**src/design/dvrt_pkg.sv**
```systemverilog
`timescale 1ns / 1ps

package dvrt_pkg;

    localparam int ID_W   = 4;
    localparam int CNT_W  = 5;
    localparam int AGE_W  = 3;
    localparam int COST_W = 15;

    localparam logic [COST_W-1:0] INF_RESET = 15'd32600;
    localparam logic [AGE_W-1:0]  AGE_MAX   = 3'd7;

    localparam logic [CNT_W-1:0]  NODE_COUNT_RESET = 5'd8;
    localparam logic [AGE_W-1:0]  AGE_LIMIT_RESET  = 3'd3;

    // input word kinds
    localparam logic [1:0] MODE_VECTOR = 2'd0;
    localparam logic [1:0] MODE_LINK   = 2'd1;
    localparam logic [1:0] MODE_NOTICE = 2'd2;
    localparam logic [1:0] MODE_TICK   = 2'd3;

    // configuration register indexes
    localparam logic [1:0] REG_SELF_ID    = 2'd0;
    localparam logic [1:0] REG_NODE_COUNT = 2'd1;
    localparam logic [1:0] REG_AGE_LIMIT  = 2'd2;
    localparam logic [1:0] REG_INFINITY   = 2'd3;

    typedef struct packed {
        logic accept;   // input word taken this cycle
        logic issue;    // issue one vector table read of the scan
        logic emit;     // load the next route row into the output register
    } cmd_t;

    typedef struct packed {
        logic trigger;    // the word on the input starts a recompute
        logic scan_last;  // read of the last neighbour/destination pair
        logic emit_last;  // row being loaded is the final one
        logic out_free;   // output register can take a row
    } stat_t;

endpackage

```
**src/design/dvrt_ram.sv**
```systemverilog
`timescale 1ns / 1ps

module dvrt_ram #(
    parameter int WIDTH = 15,
    parameter int DEPTH = 64
) (
    input  logic                     clk,
    input  logic                     we,
    input  logic [$clog2(DEPTH)-1:0] waddr,
    input  logic [WIDTH-1:0]         wdata,
    input  logic                     re,
    input  logic [$clog2(DEPTH)-1:0] raddr,
    output logic [WIDTH-1:0]         rdata
);

    logic [WIDTH-1:0] mem_reg [DEPTH];
    logic [WIDTH-1:0] rdata_reg;

    always_ff @(posedge clk)
    begin
        if (we)
        begin
            mem_reg[waddr] <= wdata;
        end
        if (re)
        begin
            rdata_reg <= mem_reg[raddr];
        end
    end

    assign rdata = rdata_reg;

endmodule

```
**src/design/dvrt_ctrl.sv**
```systemverilog
`timescale 1ns / 1ps

module dvrt_ctrl
    import dvrt_pkg::*;
(
    input  logic  clk,
    input  logic  rst_n,
    input  logic  in_valid,
    input  stat_t stat,
    output logic  in_ready,
    output cmd_t  cmd
);

    typedef enum logic [3:0] {
        S_IDLE  = 4'b0001,
        S_SCAN  = 4'b0010,
        S_DRAIN = 4'b0100,
        S_EMIT  = 4'b1000
    } state_t;

    state_t state_reg;
    state_t state_next;

    always_comb
    begin
        state_next = state_reg;
        in_ready   = 1'b0;
        cmd        = '0;
        unique case (state_reg)
            S_IDLE:
            begin
                in_ready   = 1'b1;
                cmd.accept = in_valid;
                if (in_valid && stat.trigger)
                begin
                    state_next = S_SCAN;
                end
            end
            S_SCAN:
            begin
                cmd.issue = 1'b1;
                if (stat.scan_last)
                begin
                    state_next = S_DRAIN;
                end
            end
            S_DRAIN:
            begin
                // last compare lands this cycle
                state_next = S_EMIT;
            end
            S_EMIT:
            begin
                cmd.emit = stat.out_free;
                if (stat.out_free && stat.emit_last)
                begin
                    state_next = S_IDLE;
                end
            end
            default:
            begin
                state_next = S_IDLE;
            end
        endcase
    end

    always_ff @(posedge clk or negedge rst_n)
    begin
        if (!rst_n)
        begin
            state_reg <= S_IDLE;
        end
        else
        begin
            state_reg <= state_next;
        end
    end

endmodule

```
**src/design/dvrt_dp.sv**
```systemverilog
`timescale 1ns / 1ps

module dvrt_dp
    import dvrt_pkg::*;
#(
    parameter int NODES = 8
) (
    input  logic              clk,
    input  logic              rst_n,
    input  logic              cfg_we,
    input  logic [1:0]        cfg_index,
    input  logic [COST_W-1:0] cfg_wdata,
    input  logic [1:0]        in_mode,
    input  logic [ID_W-1:0]   in_nb,
    input  logic [ID_W-1:0]   in_dest,
    input  logic [COST_W-1:0] in_cost,
    input  logic              in_last,
    input  cmd_t              cmd,
    output stat_t             stat,
    input  logic              out_ready,
    output logic              out_valid,
    output logic [ID_W-1:0]   out_dest,
    output logic [COST_W-1:0] out_cost,
    output logic [ID_W-1:0]   out_hop,
    output logic              out_ok,
    output logic              out_last
);

    localparam int IDX_W  = $clog2(NODES);
    localparam int DEPTH  = NODES * NODES;
    localparam int ADDR_W = $clog2(DEPTH);
    localparam logic [ADDR_W-1:0] NODES_A = ADDR_W'(NODES);
    localparam logic [CNT_W-1:0]  NODES_C = CNT_W'(NODES);

    // configuration
    logic [ID_W-1:0]   self_id_reg,    self_id_next;
    logic [CNT_W-1:0]  node_count_reg, node_count_next;
    logic [AGE_W-1:0]  age_limit_reg,  age_limit_next;
    logic [COST_W-1:0] inf_reg,        inf_next;

    // per-node state
    logic [COST_W-1:0] link_reg [NODES];
    logic [COST_W-1:0] link_next [NODES];
    logic [AGE_W-1:0]  age_reg [NODES];
    logic [AGE_W-1:0]  age_next [NODES];
    logic [NODES-1:0]  flag_reg, flag_next;

    // route scratch built by a recompute
    logic [COST_W-1:0] rc_reg [NODES];
    logic [COST_W-1:0] rc_next [NODES];
    logic [IDX_W-1:0]  hop_reg [NODES];
    logic [IDX_W-1:0]  hop_next [NODES];
    logic [NODES-1:0]  hv_reg, hv_next;

    // vector table valid bits, an entry not yet written reads as INF_RESET (zero on the diagonal)
    logic [DEPTH-1:0]  vt_valid_reg, vt_valid_next;

    // scan counters and read stage
    logic [IDX_W-1:0]  nb_cnt_reg, nb_cnt_next;
    logic [IDX_W-1:0]  d_cnt_reg,  d_cnt_next;
    logic              st_vld_reg;
    logic [IDX_W-1:0]  st_nb_reg, st_d_reg;
    logic              st_hit_reg, st_diag_reg;

    // output register
    logic              out_valid_reg, out_valid_next;
    logic [ID_W-1:0]   out_dest_reg, out_dest_next;
    logic [COST_W-1:0] out_cost_reg, out_cost_next;
    logic [ID_W-1:0]   out_hop_reg,  out_hop_next;
    logic              out_ok_reg,   out_ok_next;
    logic              out_last_reg, out_last_next;

    logic [CNT_W-1:0]  n_used;
    logic [IDX_W-1:0]  nb_ix, dest_ix;
    logic              usable, peer_ok, dest_ok;
    logic [COST_W-1:0] cost_sat;

    logic              vt_we;
    logic [ADDR_W-1:0] vt_waddr, vt_raddr;
    logic [COST_W-1:0] vt_rdata, vt_val;
    logic [COST_W:0]   sum;
    logic              win;
    logic              d_last, nb_last;
    logic              row_self, row_route;
    logic [AGE_W-1:0]  age_inc;

    always_comb
    begin
        if (node_count_reg == '0)
        begin
            n_used = CNT_W'(1);
        end
        else if (node_count_reg > NODES_C)
        begin
            n_used = NODES_C;
        end
        else
        begin
            n_used = node_count_reg;
        end
    end

    assign nb_ix    = in_nb[IDX_W-1:0];
    assign dest_ix  = in_dest[IDX_W-1:0];
    assign usable   = (CNT_W'(in_nb) < n_used) && (in_nb != self_id_reg);
    assign peer_ok  = usable && flag_reg[nb_ix];
    assign dest_ok  = CNT_W'(in_dest) < n_used;
    assign cost_sat = (in_cost > inf_reg) ? inf_reg : in_cost;

    assign vt_we    = cmd.accept && (in_mode == MODE_VECTOR) && peer_ok && dest_ok;
    assign vt_waddr = ADDR_W'(nb_ix) * NODES_A + ADDR_W'(dest_ix);
    assign vt_raddr = ADDR_W'(nb_cnt_reg) * NODES_A + ADDR_W'(d_cnt_reg);

    dvrt_ram #(
        .WIDTH (COST_W),
        .DEPTH (DEPTH)
    ) u_vt (
        .clk   (clk),
        .we    (vt_we),
        .waddr (vt_waddr),
        .wdata (cost_sat),
        .re    (cmd.issue),
        .raddr (vt_raddr),
        .rdata (vt_rdata)
    );

    assign d_last  = CNT_W'(d_cnt_reg) == (n_used - CNT_W'(1));
    assign nb_last = CNT_W'(nb_cnt_reg) == (n_used - CNT_W'(1));

    // compare stage: link cost plus advertised cost against the best so far
    always_comb
    begin
        if (st_hit_reg)
        begin
            vt_val = vt_rdata;
        end
        else if (st_diag_reg)
        begin
            vt_val = '0;
        end
        else
        begin
            vt_val = INF_RESET;
        end
        sum = {1'b0, link_reg[st_nb_reg]} + {1'b0, vt_val};
        win = st_vld_reg && flag_reg[st_nb_reg]
              && (ID_W'(st_nb_reg) != self_id_reg)
              && (ID_W'(st_d_reg) != self_id_reg)
              && (sum < {1'b0, inf_reg})
              && (sum < {1'b0, rc_reg[st_d_reg]});
    end

    assign row_self  = ID_W'(d_cnt_reg) == self_id_reg;
    assign row_route = hv_reg[d_cnt_reg] && (rc_reg[d_cnt_reg] < inf_reg);

    always_comb
    begin
        self_id_next    = self_id_reg;
        node_count_next = node_count_reg;
        age_limit_next  = age_limit_reg;
        inf_next        = inf_reg;
        flag_next       = flag_reg;
        hv_next         = hv_reg;
        vt_valid_next   = vt_valid_reg;
        nb_cnt_next     = nb_cnt_reg;
        d_cnt_next      = d_cnt_reg;
        out_valid_next  = out_valid_reg;
        out_dest_next   = out_dest_reg;
        out_cost_next   = out_cost_reg;
        out_hop_next    = out_hop_reg;
        out_ok_next     = out_ok_reg;
        out_last_next   = out_last_reg;
        age_inc         = '0;
        for (int i = 0; i < NODES; i++)
        begin
            link_next[i] = link_reg[i];
            age_next[i]  = age_reg[i];
            rc_next[i]   = rc_reg[i];
            hop_next[i]  = hop_reg[i];
        end

        if (cfg_we)
        begin
            unique case (cfg_index)
                REG_SELF_ID:    self_id_next    = cfg_wdata[ID_W-1:0];
                REG_NODE_COUNT: node_count_next = cfg_wdata[CNT_W-1:0];
                REG_AGE_LIMIT:  age_limit_next  = cfg_wdata[AGE_W-1:0];
                REG_INFINITY:   inf_next        = cfg_wdata;
                default:        ;
            endcase
        end

        if (cmd.accept)
        begin
            unique case (in_mode)
                MODE_VECTOR:
                begin
                    if (peer_ok)
                    begin
                        age_next[nb_ix] = '0;
                        if (dest_ok)
                        begin
                            vt_valid_next[vt_waddr] = 1'b1;
                        end
                        if (in_last)
                        begin
                            nb_cnt_next = '0;
                            d_cnt_next  = '0;
                            hv_next     = '0;
                            for (int i = 0; i < NODES; i++)
                            begin
                                rc_next[i] = inf_reg;
                            end
                        end
                    end
                end
                MODE_LINK:
                begin
                    if (usable)
                    begin
                        link_next[nb_ix] = cost_sat;
                        if (in_cost < inf_reg)
                        begin
                            flag_next[nb_ix] = 1'b1;
                            age_next[nb_ix]  = '0;
                        end
                        else
                        begin
                            flag_next[nb_ix] = 1'b0;
                        end
                    end
                end
                MODE_NOTICE:
                begin
                    if (peer_ok)
                    begin
                        age_next[nb_ix]  = '0;
                        link_next[nb_ix] = cost_sat;
                    end
                end
                MODE_TICK:
                begin
                    for (int i = 0; i < NODES; i++)
                    begin
                        if ((CNT_W'(i) < n_used) && (ID_W'(i) != self_id_reg))
                        begin
                            age_inc = (age_reg[i] == AGE_MAX) ? AGE_MAX
                                                              : age_reg[i] + AGE_W'(1);
                            age_next[i] = age_inc;
                            if (age_inc > age_limit_reg)
                            begin
                                flag_next[i] = 1'b0;
                                link_next[i] = inf_reg;
                            end
                        end
                    end
                end
                default: ;
            endcase
        end

        if (cmd.issue)
        begin
            if (d_last)
            begin
                d_cnt_next  = '0;
                nb_cnt_next = nb_last ? '0 : nb_cnt_reg + IDX_W'(1);
            end
            else
            begin
                d_cnt_next = d_cnt_reg + IDX_W'(1);
            end
        end

        if (win)
        begin
            rc_next[st_d_reg]  = sum[COST_W-1:0];
            hop_next[st_d_reg] = st_nb_reg;
            hv_next[st_d_reg]  = 1'b1;
        end

        if (out_ready)
        begin
            out_valid_next = 1'b0;
        end
        if (cmd.emit)
        begin
            out_valid_next = 1'b1;
            out_dest_next  = ID_W'(d_cnt_reg);
            out_last_next  = d_last;
            d_cnt_next     = d_last ? '0 : d_cnt_reg + IDX_W'(1);
            if (row_self)
            begin
                out_cost_next = '0;
                out_hop_next  = self_id_reg;
                out_ok_next   = 1'b1;
            end
            else if (row_route)
            begin
                out_cost_next = rc_reg[d_cnt_reg];
                out_hop_next  = ID_W'(hop_reg[d_cnt_reg]);
                out_ok_next   = 1'b1;
            end
            else
            begin
                out_cost_next = inf_reg;
                out_hop_next  = '0;
                out_ok_next   = 1'b0;
            end
        end
    end

    always_ff @(posedge clk or negedge rst_n)
    begin
        if (!rst_n)
        begin
            self_id_reg    <= '0;
            node_count_reg <= NODE_COUNT_RESET;
            age_limit_reg  <= AGE_LIMIT_RESET;
            inf_reg        <= INF_RESET;
            flag_reg       <= '0;
            hv_reg         <= '0;
            vt_valid_reg   <= '0;
            nb_cnt_reg     <= '0;
            d_cnt_reg      <= '0;
            st_vld_reg     <= 1'b0;
            out_valid_reg  <= 1'b0;
            for (int i = 0; i < NODES; i++)
            begin
                link_reg[i] <= INF_RESET;
                age_reg[i]  <= '0;
            end
        end
        else
        begin
            self_id_reg    <= self_id_next;
            node_count_reg <= node_count_next;
            age_limit_reg  <= age_limit_next;
            inf_reg        <= inf_next;
            flag_reg       <= flag_next;
            hv_reg         <= hv_next;
            vt_valid_reg   <= vt_valid_next;
            nb_cnt_reg     <= nb_cnt_next;
            d_cnt_reg      <= d_cnt_next;
            st_vld_reg     <= cmd.issue;
            out_valid_reg  <= out_valid_next;
            for (int i = 0; i < NODES; i++)
            begin
                link_reg[i] <= link_next[i];
                age_reg[i]  <= age_next[i];
            end
        end
    end

    always_ff @(posedge clk)
    begin
        st_nb_reg    <= nb_cnt_reg;
        st_d_reg     <= d_cnt_reg;
        st_hit_reg   <= vt_valid_reg[vt_raddr];
        st_diag_reg  <= nb_cnt_reg == d_cnt_reg;
        out_dest_reg <= out_dest_next;
        out_cost_reg <= out_cost_next;
        out_hop_reg  <= out_hop_next;
        out_ok_reg   <= out_ok_next;
        out_last_reg <= out_last_next;
        for (int i = 0; i < NODES; i++)
        begin
            rc_reg[i]  <= rc_next[i];
            hop_reg[i] <= hop_next[i];
        end
    end

    assign stat.trigger   = (in_mode == MODE_VECTOR) && peer_ok && in_last;
    assign stat.scan_last = d_last && nb_last;
    assign stat.emit_last = d_last;
    assign stat.out_free  = !out_valid_reg || out_ready;

    assign out_valid = out_valid_reg;
    assign out_dest  = out_dest_reg;
    assign out_cost  = out_cost_reg;
    assign out_hop   = out_hop_reg;
    assign out_ok    = out_ok_reg;
    assign out_last  = out_last_reg;

endmodule

```
**src/design/distance_vector_route_table_top.sv**
```systemverilog
// a word that does not end a vector is taken while idle with no scan; a final vector entry starts
// a table scan (one vector table read per neighbour/destination pair on the single
// ram read port) and then n rows at one per cycle while the output is not stalled, n = used nodes
// a new word is taken once the last row sits in the output register
// reset (rst_n, async, active low) restores config, link costs, flags and ages at once;
// the vector table uses per-entry valid bits, so there is no clearing pass
`timescale 1ns / 1ps

module distance_vector_route_table_top
    import dvrt_pkg::*;
#(
    parameter int NODES = 8
) (
    input  logic        clk,
    input  logic        rst_n,
    input  logic        cfg_we,
    input  logic [1:0]  cfg_index,
    input  logic [14:0] cfg_wdata,
    input  logic        s_tvalid,
    output logic        s_tready,
    input  logic [23:0] s_tdata,    // neighbour_id[3:0], dest_id[7:4], cost[22:8]
    input  logic [1:0]  s_tuser,    // mode[1:0]
    input  logic        s_tlast,
    output logic        m_tvalid,
    input  logic        m_tready,
    output logic [23:0] m_tdata,    // route_dest[3:0], route_cost[18:4], hop_id[22:19]
    output logic [0:0]  m_tuser,    // reachable[0]
    output logic        m_tlast
);

    cmd_t              cmd;
    stat_t             stat;
    logic [ID_W-1:0]   row_dest;
    logic [COST_W-1:0] row_cost;
    logic [ID_W-1:0]   row_hop;
    logic              row_ok;

    dvrt_ctrl u_ctrl (
        .clk      (clk),
        .rst_n    (rst_n),
        .in_valid (s_tvalid),
        .stat     (stat),
        .in_ready (s_tready),
        .cmd      (cmd)
    );

    dvrt_dp #(
        .NODES (NODES)
    ) u_dp (
        .clk       (clk),
        .rst_n     (rst_n),
        .cfg_we    (cfg_we),
        .cfg_index (cfg_index),
        .cfg_wdata (cfg_wdata),
        .in_mode   (s_tuser),
        .in_nb     (s_tdata[3:0]),
        .in_dest   (s_tdata[7:4]),
        .in_cost   (s_tdata[22:8]),
        .in_last   (s_tlast),
        .cmd       (cmd),
        .stat      (stat),
        .out_ready (m_tready),
        .out_valid (m_tvalid),
        .out_dest  (row_dest),
        .out_cost  (row_cost),
        .out_hop   (row_hop),
        .out_ok    (row_ok),
        .out_last  (m_tlast)
    );

    assign m_tdata = {1'b0, row_hop, row_cost, row_dest};
    assign m_tuser = row_ok;

endmodule

```
**config.mk**
```make
export PLATFORM = sky130hd
export DESIGN_NAME = distance_vector_route_table_top
export DESIGN_NICKNAME = d
export VERILOG_FILES = /design/src/design/dvrt_pkg.sv /design/src/design/dvrt_ram.sv /design/src/design/dvrt_ctrl.sv /design/src/design/dvrt_dp.sv /design/src/design/distance_vector_route_table_top.sv
export SDC_FILE = /design/constraint.sdc
export NUM_CORES = 2
export LEC_CHECK = 0
export ABC_AREA = 1
export BUFFER_PORTS_ARGS = -buffer_cell sky130_fd_sc_hd__buf_2
export CELL_PAD_IN_SITES_DETAIL_PLACEMENT = 2
export CELL_PAD_IN_SITES_GLOBAL_PLACEMENT = 2
export CORE_UTILIZATION = 44
export CTS_CLUSTER_DIAMETER = 120
export DETAILED_ROUTE_END_ITERATION = 6
export HOLD_SLACK_MARGIN = 0.15
export PLACE_DENSITY_LB_ADDON = 0.05
export SYNTH_ARGS = -nofsm -noshare
export SYNTH_HDL_FRONTEND = slang
export SYNTH_HIERARCHICAL = 1
export SYNTH_SLANG_ARGS = --single-unit
```
**constraint.sdc**
```tcl
create_clock -name clk -period 8.7 [get_ports clk]
set_input_delay 0 -clock clk [delete_from_list [all_inputs] [get_ports clk]]
set_output_delay 0 -clock clk [all_outputs]
set_load 0.01 [all_outputs]
```
==> flow_summary.toml <==
[drt]
wl_microns = 292000
firstDrtPassIters = 6
remaining_drc_errors = 0
drt_iter0_markers = 4552
num_vias = 59600
wire_per_inst_microns = 29.9
vias_per_cell = 6.09
detail-route-antenna-nets = 0

[final_layout]
area_growth_pct = 12.0
nNetsFinal = 7772
largest_reg_flops = 960
fin_util_pct = 49.6
fill_cells = 16300
layout-drive-gt1-share_pct = 8.62

[clock_network]
cts-root-buf = "clkbuf_16"
cts_made_buffers = 160
clock_latency_ns = 0.81
clockBufferDepth = 3
htree_levels = 4
tritoncts = "built"
clock_sinks = 1414
cts.reportedPaths.clkPinSlew_ns = 0.06

[pwr]
p_comb_share_pct = 46.0
p_switching_uw = 13600
switching_share_pct = 46.7
ir_drop_mv = 0.251
p_clk_share_pct = 23.6
p_int_uw = 15600
p_total_uw = 29200
power_density_mw_per_mm2 = 382
cellLeakagePower_uw = 0.0321
power_frac_seq_pct = 30.5

[critical_path]
cp.arrival_ns = 7.07
cp_max_fo = 128
rr_worst_depth = 28
cp_slowest_cell = "buf_12"
criticalPathCategory = "reg2reg"
critPathCaptureType = "flip-flop"
max_stage_delay_ns = 0.54
critical_path.most_common_cell = "nand2_1"
start_kind = "flip-flop"
required_ns = 9.21

[die]
ioPinCount = 77
row_count = 144
die_area_sq_mm = 0.157
initial_utilization_pct = 44.3
die_y_microns = 396
core_area_sq_mm = 0.154
die_x_microns = 396

[logic_synthesis]
yosysTopAreaCell = "edfxtp_1"
synth_flop_cell = "edfxtp_1"
ys_top_cells_by_count = "2949 x nand2_1, 1164 x nand3_1, 1023 x edfxtp_1"
synth_edf_count = 1023
syn-cell-area_sq_mm = 0.0682
syn_avg_cell_area_sq_um = 9.00
synth_top_area_share_pct = 45.0
syn_inst = 7584
yosysWarningCount = 6
yosys-top-cells-area = "edfxtp_1 45%, nand2_1 16%, nand3_1 8.5%, dfrtp_1 6.2%, dfxtp_1 3.8%"
synth_seq_area_share_pct = 58.6
synth_cell_types = 64
yosysMostFrequentCell = "nand2_1"
ys_async_sr_fraction_pct = 18.6
ys_seq_elements = 1414

[timing]
rsz0062_at_grt = "no"
setup_viol = 0
min_period_over_period_pct = 75.5
worst_pin_slew_ns = 1.26
setup_ws_ns = 2.13
period_needed_ns = 6.57
finalSetupTns_ns = 0
fin_skew_ns = 0.0432
relSlewSlack_pct = 15.7
slew_viol_final = 0
hold_violations = 0
hold_ws_ns = 0.265
fmax_mhz = 152

[global_route]
grt_pass1_vias = 65700
grt_overflow = 0
grt_first_pass_wirelength_microns = 434000
antenna_found_initial = 2
grt_max_degree = 175
track_usage_pct = 36.9

[status]
status = "complete, no violations"

[min_path]
whs_path_depth = 4
hold_class = "in2reg"

[run]
cap_violations = 0

[placed_design]
dp_worst_setup_slack_ns = 2.17
dp_hpwl_microns = 169000
gp_congestion = 0.842
portBuffers = 73
-- logic make-up (layout without fill, tap and decap cells) --
kind of cell	Yosys count	in the layout	synth area share, %
other cells	2	7	0.0110
simple gates	4509	4509	27.8
compound gates	731	731	6.04
fa+ha+maj	115	115	2.12
buf+inv	790	945	5.14
flops	1414	1414	58.6
xor+xnor	23	23	0.295
-- critical path, delay by kind of cell (launching register included) --
family	cells	cell delay, ns
and+or+nand+nor	17	2.40
buffers and inverters	5	1.76
adders and majority gates	2	0.73
AOI/OAI and AO/OA	4	1.00
DFF	1	0.31
-- cell type report --
class | count | area [sq um] | area share, %
flip-flops and latches | 1414 | 40000 | 52.3
diodes | 4 | 10.0 | 0.0131
clock buffers | 210 | 4280 | 5.60
clock inverters | 84 | 890 | 1.16
repair buffers | 319 | 2530 | 3.31
multi-input cells | 5381 | 24900 | 32.6
inverters | 332 | 1270 | 1.66
well taps | 2044 | 2560 | 3.35
-- layer usage --
metal	wire length [microns]	vias up	GRT usage, %
met2	145000	2231	63.6
met1	115000	31000	45.1
li1	-	25700	-
met5	0	-	0
met3	14900	781	4.33
met4	17300	0	20.3
-- worst paths after layout --
| path | to | slack, ns | start |
|---|---|---|---|
| min reg2reg | u_dp/link_reg[73]$_DFFE_PN1P_ | 0.47 | u_dp/link_reg[73]$_DFFE_PN1P_ |
| min in group asynchronous | u_dp/link_reg[82]$_DFFE_PN0P_ | 0.41 | rst_n |
| max reg2reg | u_dp/hop_reg[7][2]$_DFFE_PP_ | 2.13 | u_dp/st_nb_reg[1]$_DFF_P_ |
| max | u_dp/hop_reg[7][2]$_DFFE_PP_ | 2.13 | u_dp/st_nb_reg[1]$_DFF_P_ |
| max in group asynchronous | u_dp/d_cnt_reg[2]$_DFFE_PN0P_ | 6.69 | rst_n |
| min | u_dp/age_limit_reg[0]$_DFFE_PN1P_ | 0.27 | cfg_index[1] |
-- through the flow --
stage,area [sq um],cells
2_1_floorplan,68200,7585
3_3_place_gp,70400,9403
3_5_place_dp,70400,9403
4_1_cts,76400,9784
5_1_grt,76400,9784
6_report,76400,9788
-- layout by cell type (no fill, tap or decap), types with 8 or more instances in the layout --
master	instances
clkinv_2	29
ha_1	114
nor2_2	17
nand4_4	11
a31oi_1	31
nand2_1	2947
or2_2	18
clkbuf_16	161
o21ai_0	330
o22ai_1	26
xor2_1	17
nor2_1	224
inv_2	13
buf_2	72
dfrtp_1	164
and2_2	14
clkinv_1	35
buf_4	153
a221oi_1	15
dlygate4sd3_1	86
a22oi_1	14
inv_1	305
dfstp_2	94
nand3_1	1163
clkinv_16	9
edfxtp_1	1023
o21bai_1	49
o2111ai_1	8
nand4_1	44
o211ai_1	14
clkbuf_1	42
o21ai_1	38
a21oi_1	176
nor3_1	27
bufinv_16	9
dfxtp_1	127
-- power by group through the flow --
stage | sequential (uW) | clock [uW] | combinational (uW)
4_1_cts | 8880 | 6940 | 13200
3_5_place_dp | 9000 | 0 | 12800
2_1_floorplan | 8750 | 0 | 8010
6_report | 8890 | 6870 | 13400
3_3_place_gp | 8960 | 0 | 12000
5_1_grt | 8940 | 7170 | 14400
-- timing repair --
item | 4_1_cts | 5_1_grt
hold buffers | 87 | 0
resized for setup | 0 | 0
hold endpoints to repair | 361 | 0
setup endpoints to repair | 0 | 0
buffers inserted | 0 | 0
Note: power is estimated with default switching activity, not from simulation.
